$ cat src/rtl/core/fpa_pkg.sv
// fpa_pkg: shared types, mode codes and saturation helper for the fixed-point alu
// no dependencies; imported by every module of the block except fpa_delay
`default_nettype none
package fpa_pkg;

  localparam int WORD_W            = 32;
  localparam int FRACTION_BITS_DEF = 8;

  localparam logic [WORD_W-1:0] WORD_MAX = 32'h7fff_ffff;
  localparam logic [WORD_W-1:0] WORD_MIN = 32'h8000_0000;

  typedef enum logic [3:0] {
    MODE_ADD      = 4'd0,
    MODE_SUB      = 4'd1,
    MODE_MUL      = 4'd2,
    MODE_DIV      = 4'd3,
    MODE_GT       = 4'd4,
    MODE_LT       = 4'd5,
    MODE_GE       = 4'd6,
    MODE_LE       = 4'd7,
    MODE_EQ       = 4'd8,
    MODE_NE       = 4'd9,
    MODE_MIN      = 4'd10,
    MODE_MAX      = 4'd11,
    MODE_INC      = 4'd12,
    MODE_DEC      = 4'd13,
    MODE_TO_INT   = 4'd14,
    MODE_FROM_INT = 4'd15
  } mode_t;

  typedef struct packed {
    logic [WORD_W-1:0] value;
    logic              cmp;
    logic              ovf;
    logic              dz;
  } res_t;

  // signed result from magnitude and sign, clamped to the word range
  function automatic res_t sat_mag(input logic [63:0] mag, input logic neg);
    res_t r;
    r = '0;
    if (neg) begin
      if (mag > 64'h0000_0000_8000_0000) begin
        r.ovf   = 1'b1;
        r.value = WORD_MIN;
      end else begin
        r.value = 32'(64'd0 - mag);
      end
    end else begin
      if (mag > 64'h0000_0000_7fff_ffff) begin
        r.ovf   = 1'b1;
        r.value = WORD_MAX;
      end else begin
        r.value = mag[31:0];
      end
    end
    return r;
  endfunction

endpackage
`default_nettype wire

$ cat src/rtl/core/fpa_mul.sv
// fpa_mul: three-stage fixed-point multiply, product, rounding, saturation
// depends on fpa_pkg
`default_nettype none
module fpa_mul
  import fpa_pkg::*;
#(
  parameter int FRACTION_BITS = FRACTION_BITS_DEF
) (
  input  wire logic                     clk,
  input  wire logic                     en,
  input  wire logic signed [WORD_W-1:0] a_i,
  input  wire logic signed [WORD_W-1:0] b_i,
  output res_t                          res_o
);

  localparam logic [63:0] HALF = 64'd1 << (FRACTION_BITS - 1);

  logic signed [63:0] prod_r;
  logic [63:0]        rnd_nxt;
  logic [63:0]        rmag_r;
  logic               neg_r;
  res_t               res_r;

  // |p| + half folded into one add: for negative p it is ~p + half + 1
  always_comb begin
    if (prod_r[63]) begin
      rnd_nxt = ~prod_r + (HALF + 64'd1);
    end else begin
      rnd_nxt = prod_r + HALF;
    end
  end

  always_ff @(posedge clk) begin
    if (en) begin
      prod_r <= a_i * b_i;
      rmag_r <= rnd_nxt >> FRACTION_BITS;
      neg_r  <= prod_r[63];
      res_r  <= sat_mag(rmag_r, neg_r);
    end
  end

  assign res_o = res_r;

endmodule
`default_nettype wire

$ cat config.mk
export PLATFORM = sky130hd
export DESIGN_NAME = fpa_mul
export DESIGN_NICKNAME = d
export VERILOG_FILES = /design/src/rtl/core/fpa_pkg.sv /design/src/rtl/core/fpa_mul.sv
export SDC_FILE = /design/constraint.sdc
export NUM_CORES = 2
export LEC_CHECK = 0
export BUFFER_PORTS_ARGS = -buffer_cell sky130_fd_sc_hd__buf_2
export CAP_MARGIN = 40
export CORE_MARGIN = 4
export CORE_UTILIZATION = 50
export CTS_CLUSTER_DIAMETER = 30
export DETAILED_ROUTE_END_ITERATION = 8
export PLACE_DENSITY = 0.66
export SKIP_LAST_GASP = 1
export SYNTH_ARGS = -nofsm -noshare
export SYNTH_HDL_FRONTEND = slang
export SYNTH_SLANG_ARGS = --single-unit
$ cat constraint.sdc
create_clock -name clk -period 15.08 [get_ports clk]
set_input_delay 1.508 -clock clk [delete_from_list [all_inputs] [get_ports clk]]
set_output_delay 1.508 -clock clk [all_outputs]
set_load 0.1 [all_outputs]
Word-level counts from Yosys, hierarchy flattened

Index checks and enable logic that the tools add are counted.

Flip-flop bits (word level): 154
Latch bits: 0
Memories: 0
Input bits: 66
Output and inout bits: 35
Bits in writable memories: 0
Memory bits (read-only): 0

Equality and inequality tests: 0
Add/subtract/negate cells: 3
$mul: 1
Div/mod/pow operators: 0
Magnitude comparators: 2
Shift operators: 0
Bitwise gates (word level): 1
Reduce and logical (&&, ||, !) cells: 0
Muxes and demuxes: 7

Operator list:

| kind                                                            | count |
|---|---|
| adder 64 x 8 -> 64 bit, second input constant                   | 2 |
| two-way mux 32 bit                                              | 3 |
| multiplier 32 x 32 -> 64 bit                                    | 1 |
| two-way mux 64 bit                                              | 1 |
| NOT 64 bit                                                      | 1 |
| greater-than comparator 56 x 31 -> 1 bit, second input constant | 1 |
| greater-than comparator 56 x 32 -> 1 bit, second input constant | 1 |
| subtractor 1 x 32 -> 32 bit, first input constant               | 1 |
| two-way mux 1 bit                                               | 3 |

Longest topological paths before layout

Depth in word-level cells: 3
Mapped depth: 29
Depth with buffers taken out: 27

Worst setup path before layout

No wires, ideal clock.

Kind: input to register
Start point: input b_i[2]
End point: register prod_r[63], data pin
Path buffers: 2
Arrival time: 9.018 ns
Path slack: 5.802 ns
Data required time: 14.820 ns
Stages: 25
Library setup time: 0.260 ns
Path through: clkbuf_1 -> nand2_1 -> inv_1 -> fa_1 -> fa_1 -> fa_1 -> fa_1 -> inv_1 -> fa_1 -> inv_1 -> fa_1 -> fa_1 -> fa_1 -> ha_1 -> clkbuf_1 -> a21o_1 -> a21o_1 -> a21oi_1 -> a21oi_1 -> or4b_2 -> a2bb2oi_1 -> a21o_1 -> o2111ai_1 -> a21oi_1 -> xnor2_1

Word-level cells in the longest chain between the ends: 1

RTL lines:

| what                         | line          | text |
|---|---|---|
| from (decl)                  | fpa_mul.sv:12 | `input wire logic signed [WORD_W-1:0] b_i,` |
| multiplier 32 x 32 -> 64 bit | fpa_mul.sv:35 | `prod_r <= a_i * b_i;` |
| to (signal assigned)         | fpa_mul.sv:35 |  |
| to (decl)                    | fpa_mul.sv:18 | `logic signed [63:0] prod_r;` |

Every way passes these cells.
A chain may end at the register's enable or synchronous reset.

Worst setup path in the final report

Start point: input b_i[5]
End point: register prod_r[63], data pin

The elaborated chain is that of the path after synthesis.

==> results.yml <==
clock_tree:
  post-cts-setup-buffers: 0
  cts_tree: "built"
  clk_latency_ns: 0.45
  root_buffer: "clkbuf_16"
  clockBufferDepth: 2
  clk_pin_slew_ns: 0.06
  ctsHoldBuffers: 0
  cts_buffers: 17
  cts.sinks: 154
  htreeDepth: 4
  cts_resized: 0
sta:
  fmax_mhz: 102
  min_period_ns: 9.81
  rsz0062_at_grt: "false"
  report.final.slew_viol_count: 0
  post-route-period-util_pct: 65.1
  tns_ns: 0
  slew_headroom_pct: 38.9
  worstMarginPinSlew_ns: 0.916
  worst_clock_skew_ns: 0.0129
  setup_violations: 0
  hold_viol: 0
floorplan:
  die_h_um: 306
  core-area_mm2: 0.0873
  rows: 108
  start_util_pct: 50.7
  fp.dieArea_mm2: 0.0934
  pin_count: 101
  die_w_um: 306
synth:
  ys.warnings.count: 0
  syn_area_per_cell_um2: 9.45
  synthMuxAreaShare_pct: 0.0452
  synth_area_mm2: 0.0443
  seq_area_frac_synth_pct: 10.4
  yosys.area.top_type: "fa_1"
  netlist_instances: 4685
  synth_compound_area_share_pct: 5.15
  synth_simple_gate_area_share_pct: 16.1
  synth_top_area_share_pct: 48.9
  synthFlopType: "edfxtp_1"
  synthTopCellsByArea: "fa_1, edfxtp_1, inv_1"
  synth_top_family_by_area: "adder cells"
  synth-xor-area-share_pct: 2.47
  synth_edf_count: 154
  synth.most_common_cell: "inv_1"
  synthArstFlopShare_pct: 0
  ys_ff_latch: 154
  synth.distinct_cells: 70
  synth_fa_ha_area_share_pct: 54.2
  synth_common_cells: "inv_1, fa_1, nand2_1"
place:
  placed_cells: 5717
  port_buffers: 98
  gp_congestion: 0.906
  post-dp-hpwl_um: 89200
cells_and_area:
  nets: 5917
  finish.utilization_pct: 52.7
  final_layout_size_suffix_gt1_share_pct: 3.31
  final_cells: 5750
  syn2layout_area_growth_pct: 3.86
  fillers: 8068
critical_path:
  critical_path.max_fanout: 32
  startpoint_type: "primary input"
  worst_ep_required_time_ns: 15.27
  worstSetupEndpointType: "register"
  worstPathArrival_ns: 10.00
  criticalPathCategory: "in2reg"
route:
  wl_per_cell_um: 19.2
  drtIter0Drc: 2087
  first_pass_iters: 5
  vias_per_cell: 5.36
  vias: 30800
  routed_wirelength_um: 110000
  ant_nets: 0
  drc: 0
status:
  status: "finished clean"
run:
  maxCapViolCount: 0
hold_path:
  hp-class: "reg2reg"
global_routing:
  antenna_found_initial: 1
  grt_pass1_vias: 34100
  grt.total_usage_pct: 25.0
  overflow: 0
  grt_max_degree: 95
  grt_pass1_wl_um: 186000
==> flip-flops by register name, indices dropped and copies added (netlist names) <==
name and cells:
prod_r 64, rmag_r 56, res_o 33, neg_r 1
==> kinds of logic (layout without fill, tap and decap cells) <==
| family | after synthesis | count (layout) |
|---|---|---|
| muxes | 2 | 2 |
| adders and majority gates | 1270 | 1270 |
| xor gates and xnor gates | 125 | 125 |
| DFF | 154 | 154 |
| other | 1 | 3 |
| buffers and inverters | 1351 | 1259 |
| AOI/OAI and AO/OA | 358 | 358 |
| and+or+nand+nor | 1424 | 1424 |
==> per-layer routing <==
| layer | GRT usage [%] | share of wire, % |
|---|---|---|
| met2 | 43.3 | 50 |
| met3 | 3.14 | 5.4 |
| met5 | 0 | 0.012 |
| met4 | 6.29 | 2.6 |
| met1 | 33.6 | 42 |
==> worst paths after layout <==
| check | startpoint | to | slack (ns) | depth (start not counted) |
|---|---|---|---|---|
| max | b_i[5] | prod_r[63] | 5.27 | 26 |
| min | prod_r[13] | rmag_r[5] | 0.64 | 1 |
| max reg2reg | rmag_r[0] | res_o[11] | 10.36 | 11 |
| min reg2reg | prod_r[13] | rmag_r[5] | 0.64 | 1 |
==> final cells by class <==
type,count,area [um^2],share of cell area [%]
multi-input cells,3181,34500,75.1
flip-flops and latches,154,4620,10.1
inverters,1115,4190,9.10
well taps,1155,1450,3.14
repair buffers,112,622,1.35
clock buffers,19,433,0.941
clock inverters,13,120,0.261
diodes,1,2.50,0.00544
==> worst max-delay path, cell delays in order <==
cell,delay [ns]
buf_2,0.54
nand2_1,0.26
inv_1,0.14
fa_1,0.40
inv_1,0.24
fa_1,0.47
inv_1,0.22
fa_1,0.49
fa_1,0.84
inv_1,0.38
fa_1,0.58
inv_1,0.06
fa_1,0.55
fa_1,0.43
fa_1,0.47
ha_1,0.41
a21o_1,0.14
a21o_1,0.10
a21oi_1,0.09
a21oi_1,0.18
or4b_2,0.60
a2bb2oi_1,0.17
a21o_1,0.20
o2111ai_1,0.23
a21oi_1,0.11
xnor2_1,0.12
==> layout by cell type, fill, tap and decap left out, types with 21 or more instances in the layout <==
master    netlist  routed
nand2_1       595     595
o21ai_0        86      86
buf_2           2      97
nor3_1         36      36
nand4_1        23      23
ha_1          188     188
a21oi_1        97      97
fa_1         1082    1082
nand3_1        32      32
inv_1        1114    1114
a21o_1         40      40
nor2_1        106     106
or3_1          21      21
nor4_1         21      21
and2_1        516     516
edfxtp_1      154     154
xor2_1         52      52
xnor2_1        73      73
==> through the flow <==
step | instance area [um^2] | hold WS, ns | worst slack (ns)
after floorplan | 44300 | 0.424 | 5.80
after global placement | 45400 | 0.622 | 4.94
after detailed placement | 45400 | 0.625 | 4.81
after CTS | 46000 | 0.631 | 5.28
after global routing | 46000 | 0.661 | 4.76
final | 46000 | 0.635 | 5.27
Power is not shown: default switching activity piles up to over one toggle a cycle in this logic, so the estimate is an artifact.
